--- src/design/acre_pkg.sv ---
// ----------------------------------------------------------------------------
// acre_pkg
// shared types, codes and constants of the alignment cigar run encoder
// ----------------------------------------------------------------------------
package acre_pkg;

    // widths of the fixed item fields
    localparam int CHAR_W          = 8;
    localparam int FIELD_W         = 24;
    localparam int COUNT_WIDTH_DEF = 24;

    // configuration port
    localparam int CFG_IDX_W = 2;

    typedef enum logic [CFG_IDX_W-1:0] {
        CFG_GAP     = 2'd0,
        CFG_IGNORE  = 2'd1,
        CFG_UNKNOWN = 2'd2
    } t_cfg_idx;

    localparam logic [CHAR_W-1:0] GAP_CHAR_RST     = 8'd45;  // '-'
    localparam logic [CHAR_W-1:0] IGNORE_CHAR_RST  = 8'd46;  // '.'
    localparam logic [CHAR_W-1:0] UNKNOWN_CHAR_RST = 8'd78;  // 'N'

    // run operations
    localparam int OP_W = 3;

    typedef enum logic [OP_W-1:0] {
        OP_M = 3'd0,
        OP_I = 3'd1,
        OP_D = 3'd2,
        OP_X = 3'd3,
        OP_N = 3'd4
    } t_op;

    // column classes, one total each
    localparam int CLS_W       = 3;
    localparam int CLASS_COUNT = 6;

    typedef enum logic [CLS_W-1:0] {
        CLS_MATCH   = 3'd0,
        CLS_INSERT  = 3'd1,
        CLS_DELETE  = 3'd2,
        CLS_SUBST   = 3'd3,
        CLS_UNKNOWN = 3'd4,
        CLS_IGNORE  = 3'd5
    } t_class;

    // record kinds
    localparam logic REC_RUN     = 1'b0;
    localparam logic REC_SUMMARY = 1'b1;

    // command queue between front and back
    localparam int Q_DEPTH = 4;
    localparam int Q_PTR_W = 2;

    // back end sequencing of one command
    typedef enum logic [1:0] {
        PH_COLUMN  = 2'd0,
        PH_FLUSH   = 2'd1,
        PH_SUMMARY = 2'd2
    } t_phase;

    typedef struct packed {
        logic [CHAR_W-1:0] ref_char;
        logic [CHAR_W-1:0] read_char;
        logic              final_column;
    } t_in_item;

    typedef struct packed {
        logic               record_kind;
        logic [OP_W-1:0]    op_code;
        logic [FIELD_W-1:0] run_length;
        logic [FIELD_W-1:0] longest_match;
        logic [FIELD_W-1:0] match_total;
        logic [FIELD_W-1:0] insert_total;
        logic [FIELD_W-1:0] delete_total;
        logic [FIELD_W-1:0] subst_total;
        logic [FIELD_W-1:0] unknown_total;
        logic [FIELD_W-1:0] ignore_total;
        logic               end_of_records;
    } t_out_item;

    // classified column
    typedef struct packed {
        logic   kept;
        t_op    op;
        t_class cls;
        logic   last;
    } t_cmd;

    typedef struct packed {
        logic push;
        t_cmd cmd;
    } t_q_wr;

    typedef struct packed {
        logic valid;
        t_cmd cmd;
    } t_q_rd;

endpackage

--- src/design/alignment_cigar_run_encoder_core.sv ---
// ----------------------------------------------------------------------------
// alignment_cigar_run_encoder_core
// cigar run-length encoder for a stream of aligned columns
// ----------------------------------------------------------------------------
//
// channel   direction  handshake            payload
// -------   ---------  -------------------  -------------------------------
// cfg       in         valid / ready        register index, 8-bit data
// in        in         valid / stall        t_in_item, one aligned column
// out       out        valid / stall        t_out_item, run or summary record
//
// - one column a cycle is accepted while the command queue has room
// - a column that ends no run passes only the column phase of the run encoder;
//   the final column also passes the flush phase, and the summary phase when a
//   run was still open; each phase emits at most one record
// - synchronous active-low reset clears run state, totals, queue and output valid
// - the input stalls only when the four-entry queue is full; the output
//   stage stalls on its own and the queue absorbs the difference
//
module alignment_cigar_run_encoder_core
    import acre_pkg::*;
#(
    parameter int COUNT_WIDTH = COUNT_WIDTH_DEF
) (
    input  logic                 i_clk,
    input  logic                 i_rst_n,
    // configuration writes, always taken
    input  logic                 i_cfg_valid,
    output logic                 o_cfg_ready,
    input  logic [CFG_IDX_W-1:0] i_cfg_index,
    input  logic [CHAR_W-1:0]    i_cfg_data,
    // aligned columns
    input  logic                 i_in_valid,
    output logic                 o_in_stall,
    input  t_in_item             i_in,
    // run and summary records
    output logic                 o_out_valid,
    input  logic                 i_out_stall,
    output t_out_item            o_out
);

    t_q_wr q_wr;
    t_q_rd q_rd;
    logic  q_full;
    logic  q_pop;

    // registers are plain flops, a write never waits
    assign o_cfg_ready = 1'b1;
    assign o_in_stall  = q_full;

    // front: config registers and column classification
    acre_front u_front (
        .i_clk       (i_clk),
        .i_rst_n     (i_rst_n),
        .i_cfg_valid (i_cfg_valid),
        .i_cfg_index (i_cfg_index),
        .i_cfg_data  (i_cfg_data),
        .i_in_valid  (i_in_valid),
        .i_in        (i_in),
        .i_q_full    (q_full),
        .o_q_wr      (q_wr)
    );

    // classified columns wait here while records drain
    acre_queue u_queue (
        .i_clk   (i_clk),
        .i_rst_n (i_rst_n),
        .i_q_wr  (q_wr),
        .i_pop   (q_pop),
        .o_full  (q_full),
        .o_q_rd  (q_rd)
    );

    // back: run tracking, totals, record output register
    acre_back #(
        .COUNT_WIDTH (COUNT_WIDTH)
    ) u_back (
        .i_clk       (i_clk),
        .i_rst_n     (i_rst_n),
        .i_q_rd      (q_rd),
        .o_pop       (q_pop),
        .i_out_stall (i_out_stall),
        .o_out_valid (o_out_valid),
        .o_out       (o_out)
    );

endmodule

--- src/design/acre_front.sv ---
// ----------------------------------------------------------------------------
// acre_front
// configuration registers and column classifier
// ----------------------------------------------------------------------------
module acre_front
    import acre_pkg::*;
(
    input  logic                 i_clk,
    input  logic                 i_rst_n,
    input  logic                 i_cfg_valid,
    input  logic [CFG_IDX_W-1:0] i_cfg_index,
    input  logic [CHAR_W-1:0]    i_cfg_data,
    input  logic                 i_in_valid,
    input  t_in_item             i_in,
    input  logic                 i_q_full,
    output t_q_wr                o_q_wr
);

    logic [CHAR_W-1:0] r_gap_char;
    logic [CHAR_W-1:0] r_ignore_char;
    logic [CHAR_W-1:0] r_unknown_char;

    always_ff @(posedge i_clk) begin
        if (!i_rst_n) begin
            r_gap_char     <= GAP_CHAR_RST;
            r_ignore_char  <= IGNORE_CHAR_RST;
            r_unknown_char <= UNKNOWN_CHAR_RST;
        end else if (i_cfg_valid) begin
            case (t_cfg_idx'(i_cfg_index))
                CFG_GAP:     r_gap_char     <= i_cfg_data;
                CFG_IGNORE:  r_ignore_char  <= i_cfg_data;
                CFG_UNKNOWN: r_unknown_char <= i_cfg_data;
                default: ;
            endcase
        end
    end

    logic rd_ign, rd_gap, rc_gap;
    t_cmd cmd;

    always_comb begin
        rd_ign   = (i_in.read_char == r_ignore_char);
        rd_gap   = (i_in.read_char == r_gap_char);
        rc_gap   = (i_in.ref_char == r_gap_char);
        cmd      = '0;
        cmd.last = i_in.final_column;
        // gap against gap or ignore is dropped
        cmd.kept = !(rc_gap && (rd_ign || rd_gap));
        if (rd_ign) begin
            cmd.op  = OP_N;
            cmd.cls = CLS_IGNORE;
        end else if (i_in.ref_char == i_in.read_char) begin
            cmd.op  = OP_M;
            cmd.cls = CLS_MATCH;
        end else if (rd_gap) begin
            cmd.op  = OP_D;
            cmd.cls = CLS_DELETE;
        end else if (rc_gap) begin
            cmd.op  = OP_I;
            cmd.cls = CLS_INSERT;
        end else begin
            cmd.op  = OP_X;
            cmd.cls = (i_in.read_char == r_unknown_char) ? CLS_UNKNOWN : CLS_SUBST;
        end
    end

    assign o_q_wr.push = i_in_valid && !i_q_full;
    assign o_q_wr.cmd  = cmd;

endmodule

--- src/design/acre_queue.sv ---
// ----------------------------------------------------------------------------
// acre_queue
// short command queue between classifier and run encoder
// ----------------------------------------------------------------------------
module acre_queue
    import acre_pkg::*;
(
    input  logic  i_clk,
    input  logic  i_rst_n,
    input  t_q_wr i_q_wr,
    input  logic  i_pop,
    output logic  o_full,
    output t_q_rd o_q_rd
);

    localparam logic [Q_PTR_W:0] FULL_CNT = (Q_PTR_W + 1)'(Q_DEPTH);

    t_cmd               r_data [Q_DEPTH];
    logic [Q_PTR_W-1:0] r_wr_ptr;
    logic [Q_PTR_W-1:0] r_rd_ptr;
    logic [Q_PTR_W:0]   r_count;
    logic               do_pop;

    assign o_full        = (r_count == FULL_CNT);
    assign o_q_rd.valid  = (r_count != '0);
    assign o_q_rd.cmd    = r_data[r_rd_ptr];
    assign do_pop        = i_pop && o_q_rd.valid;

    always_ff @(posedge i_clk) begin
        if (i_q_wr.push) begin
            r_data[r_wr_ptr] <= i_q_wr.cmd;
        end
    end

    always_ff @(posedge i_clk) begin
        if (!i_rst_n) begin
            r_wr_ptr <= '0;
            r_rd_ptr <= '0;
            r_count  <= '0;
        end else begin
            if (i_q_wr.push) begin
                r_wr_ptr <= r_wr_ptr + 1'b1;
            end
            if (do_pop) begin
                r_rd_ptr <= r_rd_ptr + 1'b1;
            end
            case ({i_q_wr.push, do_pop})
                2'b10:   r_count <= r_count + 1'b1;
                2'b01:   r_count <= r_count - 1'b1;
                default: r_count <= r_count;
            endcase
        end
    end

endmodule

--- src/design/acre_back.sv ---
// ----------------------------------------------------------------------------
// acre_back
// run-length encoder, class totals and output register
// ----------------------------------------------------------------------------
module acre_back
    import acre_pkg::*;
#(
    parameter int COUNT_WIDTH = COUNT_WIDTH_DEF
) (
    input  logic      i_clk,
    input  logic      i_rst_n,
    input  t_q_rd     i_q_rd,
    output logic      o_pop,
    input  logic      i_out_stall,
    output logic      o_out_valid,
    output t_out_item o_out
);

    typedef logic [COUNT_WIDTH-1:0] t_cnt;

    function automatic t_cnt sat_inc(input t_cnt v);
        return (v == '1) ? v : v + 1'b1;
    endfunction

    // low field bits of a counter, zero extended when the counter is narrow
    function automatic logic [FIELD_W-1:0] to_field(input t_cnt v);
        logic [COUNT_WIDTH+FIELD_W-1:0] w;
        w = {{FIELD_W{1'b0}}, v};
        return w[FIELD_W-1:0];
    endfunction

    t_phase    r_phase, n_phase;
    logic      r_run_open, n_run_open;
    t_op       r_open_op, n_open_op;
    t_cnt      r_run_count, n_run_count;
    t_cnt      r_best, n_best;
    t_cnt      r_totals [CLASS_COUNT];
    t_cnt      n_totals [CLASS_COUNT];
    logic      r_out_valid;
    t_out_item r_out;

    t_out_item rec;
    logic      emit, done, need_cmd, slot_free, go;
    t_cmd      cmd;

    assign cmd       = i_q_rd.cmd;
    assign slot_free = !r_out_valid || !i_out_stall;

    always_comb begin
        n_phase     = r_phase;
        n_run_open  = r_run_open;
        n_open_op   = r_open_op;
        n_run_count = r_run_count;
        n_best      = r_best;
        n_totals    = r_totals;
        rec         = '0;
        emit        = 1'b0;
        done        = 1'b0;
        need_cmd    = 1'b0;
        case (r_phase)
            PH_COLUMN: begin
                need_cmd = 1'b1;
                if (cmd.kept) begin
                    for (int j = 0; j < CLASS_COUNT; j++) begin
                        if (CLS_W'(j) == cmd.cls) begin
                            n_totals[j] = sat_inc(r_totals[j]);
                        end
                    end
                    if (!r_run_open) begin
                        n_run_open  = 1'b1;
                        n_open_op   = cmd.op;
                        n_run_count = t_cnt'(1);
                    end else if (cmd.op != r_open_op) begin
                        emit           = 1'b1;
                        rec.op_code    = r_open_op;
                        rec.run_length = to_field(r_run_count);
                        if (r_open_op == OP_M && r_run_count > r_best) begin
                            n_best = r_run_count;
                        end
                        n_open_op   = cmd.op;
                        n_run_count = t_cnt'(1);
                    end else begin
                        n_run_count = sat_inc(r_run_count);
                    end
                end
                if (cmd.last) begin
                    n_phase = PH_FLUSH;
                end else begin
                    done = 1'b1;
                end
            end
            PH_FLUSH: begin
                if (r_run_open) begin
                    emit           = 1'b1;
                    rec.op_code    = r_open_op;
                    rec.run_length = to_field(r_run_count);
                    if (r_open_op == OP_M && r_run_count > r_best) begin
                        n_best = r_run_count;
                    end
                    n_run_open = 1'b0;
                    n_phase    = PH_SUMMARY;
                end else begin
                    n_phase = PH_SUMMARY;
                end
            end
            default: begin
                n_phase = PH_COLUMN;
            end
        endcase

        // summary: straight from the flush phase when no run is open
        if (r_phase == PH_SUMMARY || (r_phase == PH_FLUSH && !r_run_open)) begin
            emit               = 1'b1;
            done               = 1'b1;
            rec.record_kind    = REC_SUMMARY;
            rec.end_of_records = 1'b1;
            rec.longest_match  = to_field(r_best);
            rec.match_total    = to_field(r_totals[CLS_MATCH]);
            rec.insert_total   = to_field(r_totals[CLS_INSERT]);
            rec.delete_total   = to_field(r_totals[CLS_DELETE]);
            rec.subst_total    = to_field(r_totals[CLS_SUBST]);
            rec.unknown_total  = to_field(r_totals[CLS_UNKNOWN]);
            rec.ignore_total   = to_field(r_totals[CLS_IGNORE]);
            n_phase            = PH_COLUMN;
            n_run_open         = 1'b0;
            n_open_op          = OP_M;
            n_run_count        = '0;
            n_best             = '0;
            for (int j = 0; j < CLASS_COUNT; j++) begin
                n_totals[j] = '0;
            end
        end
    end

    assign go    = (!need_cmd || i_q_rd.valid) && (!emit || slot_free);
    assign o_pop = go && done;

    always_ff @(posedge i_clk) begin
        if (!i_rst_n) begin
            r_phase     <= PH_COLUMN;
            r_run_open  <= 1'b0;
            r_open_op   <= OP_M;
            r_run_count <= '0;
            r_best      <= '0;
            for (int j = 0; j < CLASS_COUNT; j++) begin
                r_totals[j] <= '0;
            end
        end else if (go) begin
            r_phase     <= n_phase;
            r_run_open  <= n_run_open;
            r_open_op   <= n_open_op;
            r_run_count <= n_run_count;
            r_best      <= n_best;
            r_totals    <= n_totals;
        end
    end

    always_ff @(posedge i_clk) begin
        if (!i_rst_n) begin
            r_out_valid <= 1'b0;
        end else if (go && emit) begin
            r_out_valid <= 1'b1;
        end else if (!i_out_stall) begin
            r_out_valid <= 1'b0;
        end
    end

    always_ff @(posedge i_clk) begin
        if (go && emit) begin
            r_out <= rec;
        end
    end

    assign o_out_valid = r_out_valid;
    assign o_out       = r_out;

endmodule

--- config.mk ---
export PLATFORM = sky130hd
export DESIGN_NAME = alignment_cigar_run_encoder_core
export DESIGN_NICKNAME = d
export VERILOG_FILES = /design/src/design/acre_pkg.sv /design/src/design/alignment_cigar_run_encoder_core.sv /design/src/design/acre_front.sv /design/src/design/acre_queue.sv /design/src/design/acre_back.sv
export SDC_FILE = /design/constraint.sdc
export NUM_CORES = 1
export LEC_CHECK = 0
export ABC_AREA = 1
export BUFFER_PORTS_ARGS = -buffer_cell sky130_fd_sc_hd__clkbuf_2
export CAP_MARGIN = 20
export CORE_ASPECT_RATIO = 0.8
export CORE_MARGIN = 5
export CORE_UTILIZATION = 45
export DETAILED_ROUTE_END_ITERATION = 7
export PLACE_DENSITY_LB_ADDON = 0.25
export SYNTH_ARGS = -nofsm -noshare
export SYNTH_HDL_FRONTEND = slang
export SYNTH_SLANG_ARGS = --single-unit
--- constraint.sdc ---
create_clock -name i_clk -period 7.75 [get_ports i_clk]
set_input_delay 1.1625 -clock i_clk [delete_from_list [all_inputs] [get_ports i_clk]]
set_output_delay 1.1625 -clock i_clk [all_outputs]
set_load 0.01 [all_outputs]
After elaboration in Yosys (flattened, before gate mapping). Memory sizes are Yosys's and may differ from the RTL's. A register that Yosys moved wholly into a read port is not among the register bits. Index checks and enable logic that the tools add are counted. Widths: inputs -> output; s select.

Bits in registers: 427. Bits in latches: 0. RAM bits: 32. Memory bits (read-only): 0. Input bits: 32. Output and inout bits: 200. Word-level logic and storage cells: 198. Memories: 1.

$add $sub $neg: 11. Multipliers: 0. Divide/modulo/power cells: 0. $lt $le $gt $ge: 1. Equality and inequality tests: 39. Shifts and indexed selects: 0. Mux-type cells: 68. Bitwise gates (word level): 0. Reductions and logical operators: 49.

Memories: u_queue.r_data (depth 4, width 8, rd ports 1, clocked after memory_dff 1, write ports 1, line acre_queue.sv:18) `t_cmd r_data [Q_DEPTH];`.

Operators by type and width (count): $mux 24 (24); $mux 144 (3); $add 24x1->24 const B (7); $eq 24x24->1 const B (7); $mux 27 (4); $pmux 27 s2 (1); $pmux 24 s2 (1); $eq 8x8->1 (5); $reduce_and 5->1 (6); $gt 24x24->1 (1); $mux 3 (6); $mux 6 (3); $reduce_bool 2->1 (9); $mux 1 (17); $ne 2x2->1 const B (6); $ne 3x1->1 const B (4); $logic_and 1x1->1 (8); $mux 2 (4); $reduce_and 2->1 (4); $reduce_and 4->1 (2); $logic_not 1->1 (7); $eq 2x1->1 const B (3); $eq 2x2->1 const B (3); $eq 2x3->1 const A (2); other kinds (21) (31).

Longest topological paths before layout.
Depth after elaboration: 13. Depth in mapped cells: 21. Depth with buffers taken out: 20.

Cells and area by module. From an unflattened synthesis, not the netlist that was laid out.

Cell total of the unflattened synthesis: 3174. Area, all modules: 23714.0 um^2.

Modules (own cells, without submodules): acre_back (times used 1, cells an instance 2733, area each 20289.5 um^2, sequential area each 9869.5 um^2); acre_front (times used 1, cells an instance 297, area each 1749.2 um^2, sequential area each 480.5 um^2); acre_queue (times used 1, cells an instance 142, area each 1664.1 um^2, sequential area each 1141.1 um^2); alignment_cigar_run_encoder_core (times used 1, cells an instance 2, area each 11.3 um^2, sequential area each 0.0 um^2).

Worst setup path after synthesis. No wires, ideal clock.

Path kind: input -> register. Start: input i_out_stall. End: register u_back.r_best[11]. Setup time: 132 ps. Data arrival time: 6316 ps. Data required time: 7618 ps. Setup slack: 1302 ps. Stages: 7. Path buffers: 1. Cell sequence: nand2_1 nand3_1 inv_1 nand2_1 clkbuf_1 nand2_1 a21oi_1.

Word-level cells in the longest chain between the ends: 5.

Ends and longest elaborated chain: start, declared (line alignment_cigar_run_encoder_core.sv:38) `input logic i_out_stall,`; $logic_not 1->1 (line acre_back.sv:47) `assign slot_free = !r_out_valid || !i_out_stall;`; $logic_or 1x1->1 (line acre_back.sv:47); $logic_or 1x1->1 (line acre_back.sv:135) `assign go = (!need_cmd || i_q_rd.valid) && (!emit || slot_free);`; $logic_and 1x1->1 (line acre_back.sv:135); $reduce_and 6->1 (no line); end signal, assigned (line acre_back.sv:153) `r_best <= n_best;`; end, declared (line acre_back.sv:36) `t_cnt r_best, n_best;`.

No other way between the ends. A chain may end at the register's enable or synchronous reset.

==> results_dict.tcl <==
set metrics [dict create \
    tns_ns 0 \
    place_congestion 0.950 \
    core_sq_um 50900 \
    path_clk_slew_ns 0.06 \
    placed_cell_area_sq_um 24700 \
    grt_pass1_vias 19300 \
    drtIter0Drc 1928 \
    hold_buffers 0 \
    die_h_um 213 \
    max_clock_freq_ghz 0.249 \
    fp-row-count 74 \
    intPower_mw 5.24 \
    regToRegSetupSlack_ns 3.73 \
    r2r-end "u_back.r_best[16]" \
    cts_resized 0 \
    wl_per_cell_um 16.3 \
    min_path_cells 2 \
    worstRegToRegCells 13 \
    crit_fanout 124 \
    cts_max_level 2 \
    synth_top_area_share 0.296 \
    async_flop_share 0 \
    wl_um 62100 \
    cp-end-kind "flop" \
    synth-edff-count 228 \
    fin_worst_skew_ns 0.0146 \
    p_clk_frac 0.299 \
    seq_area_frac_synth 0.497 \
    die_width_um 263 \
    gr-usage-all-layers 0.215 \
    grt_max_degree 193 \
    area_growth_pct 14.2 \
    synthTopCellsByArea "edfxtp_1 (30%), dfxtp_1 (20%), nor2_1 (8.9%), nand2_1 (8.8%), nand3_1 (5.7%)" \
    n_fill_cell 4838 \
    synth.most_common_cell "nor2_1" \
    detail-route-antenna-nets 0 \
    drv_slew 0 \
    grt_overflow_total 0 \
    num_antenna_cells 0 \
    cts_buffers 49 \
    yosysUniqueCellTypes 42 \
    num-nets-final 3169 \
    start_util 0.454 \
    antenna_found_initial 1 \
    hpwlAfterDp_um 42000 \
    tightest_slew_ns 1.02 \
    tritoncts "done" \
    max_cap_viol_count 0 \
    fp.dieArea_sq_um 56000 \
    p_sw_mw 3.04 \
    pwr-share-seq 0.408 \
    synth_area_leader_cell "edfxtp_1" \
    synth_nets 3009 \
    vias 20200 \
    combPwrFrac 0.293 \
    first_pass_iters 5 \
    via_per_inst 5.30 \
    hp-class "reg -> reg" \
    min_from "u_back.r_best[7]" \
    whs_endpoint "u_back.r_best[7]" \
    leakagePower_nw 9.56 \
    portBuffers 230 \
    status "completed" \
    hold_viol 0 \
    rsz0062_at_grt "no" \
    synth_cells 2940 \
    drive_gt1_frac 0.109 \
    fin_area_sq_um 26400 \
    synthFlopType "dfxtp_1" \
    worstSetupPathType "reg -> reg" \
    ys_ff_latch 460 \
    ios 232 \
    grt_pass1_wl_um 101000 \
    fin_crit_ns 4.02 \
    clock_path_buffers 3 \
    crit_required_ns 8.22 \
    setup_viol 0 \
    switching_share 0.367 \
    worstPathArrival_ns 4.49 \
    vdd.ir_drop.worst_uv 341 \
    cts-root-buf "clkbuf_16" \
    synth_warnings 0 \
    max_slew_margin 0.321 \
    synth_common_cells "nor2_1 (545), nand2_1 (544), inv_1 (314)" \
    cts_sinks 460 \
    startpoint_type "flop" \
    power_density_nw_per_um2 314 \
    finalCritPeriodShare 0.519 \
    cts_setup_buffers 0 \
    syn_avg_cell_area_sq_um 7.86 \
    clock_latency_ns 0.59 \
    synth_area_sq_um 23100 \
    drc 0 \
]
## cell families after synthesis
family	after synthesis	share of synthesized area
and+or+nand+nor	1562	0.286
DFF	460	0.497
buffers and inverters	458	0.0779
AOI/OAI and AO/OA	277	0.0631
xor gates and xnor gates	145	0.0550
adders and majority gates	37	0.0204
other	1	0.000162
## worst max path at each step
stage,to,slack (ns),cells after the start
6_report,u_back.r_best[16],3.73,13
5_1_grt,u_back.r_best[16],3.27,13
4_1_cts,u_back.r_best[10],3.72,13
3_5_place_dp,u_back.r_best[18],3.74,13
3_3_place_gp,u_back.r_best[0],3.91,13
2_1_floorplan,u_back.r_best[11],1.30,7
## layer usage
metal | wire [um] | vias up | track usage | share of wire
met4 | 1430 | 2 | 0.0635 | 0.023
met3 | 4140 | 104 | 0.0361 | 0.067
met2 | 27700 | 714 | 0.337 | 0.45
met1 | 28800 | 9525 | 0.311 | 0.46
li1 | - | 9904 | - | -
met5 | 13 | - | 0 | 0.00021
## worst max-delay path: stages, from the launching register on
cell,delay (ns)
dfxtp_1,0.69
inv_4,0.18
nand2_1,0.10
nand3_1,0.09
nand3_1,0.10
nand2_1,0.08
nand3_2,0.15
nand3_1,0.11
nand2_1,0.17
nand3_1,0.26
inv_8,0.69
nand2_1,0.85
a21oi_1,0.35
nor2_1,0.07
## flip-flops by register name, summed over array words and instances (netlist names), named ones only
name and flops:
u_back.o_out 196, u_back.r_totals 144, u_queue.r_data 32, u_back.r_best 24
u_back.r_run_count 24, u_front.r_gap_char 8, u_front.r_ignore_char 8, u_front.r_unknown_char 8
u_back.r_open_op 3, u_queue.r_count 3, u_back.r_phase 2, u_queue.r_rd_ptr 2
u_queue.r_wr_ptr 2, u_back.o_out_valid 1, u_back.r_run_open 1
## area by class of cell
type / instances / area, sq um / share of cell area
Clock buffer: 59 / 1320 / 0.0499
Clock inverter: 31 / 378 / 0.0143
Inverter: 324 / 1240 / 0.0469
Multi-Input combinational cell: 2022 / 9830 / 0.372
Sequential cell: 460 / 11500 / 0.436
Tap cell: 684 / 856 / 0.0324
Timing Repair Buffer: 243 / 1280 / 0.0484
## power groups by stage
| stage | clock network, mW | logic (mW) | registers (mW) |
|---|---|---|---|
| 2_1_floorplan | 0 | 1.38 | 3.66 |
| 3_3_place_gp | 0 | 2.37 | 3.42 |
| 3_5_place_dp | 0 | 2.42 | 3.43 |
| 4_1_cts | 2.53 | 2.43 | 3.39 |
| 5_1_grt | 2.63 | 2.68 | 3.43 |
| 6_report | 2.48 | 2.42 | 3.38 |
## layout by cell type (no fill, tap or decap), types with 57 or more instances in the layout
| cell | netlist | final |
|---|---|---|
| a21oi_1 | 217 | 216 |
| clkbuf_2 | 0 | 230 |
| dfxtp_1 | 232 | 232 |
| edfxtp_1 | 228 | 228 |
| inv_1 | 314 | 312 |
| nand2_1 | 544 | 544 |
| nand3_1 | 262 | 262 |
| nand4_1 | 57 | 57 |
| nor2_1 | 545 | 545 |
| nor3_1 | 103 | 103 |
| xor2_1 | 137 | 137 |
## per-stage QoR
| stage | utilization | cells | setup slack, ns | hold slack, ns | power [mW] |
|---|---|---|---|---|---|
| after global placement | 0.485 | 3732 | 3.91 | 0.447 | 5.79 |
| final | 0.518 | 3823 | 3.73 | 0.463 | 8.28 |
| after detailed placement | 0.485 | 3732 | 3.74 | 0.454 | 5.85 |
| after floorplan | - | 2940 | 1.30 | 0.440 | 5.04 |
| after global routing | 0.518 | 3823 | 3.27 | 0.482 | 8.74 |
| after CTS | 0.518 | 3822 | 3.72 | 0.463 | 8.35 |
No activity file was read; power rests on OpenSTA's default activity.
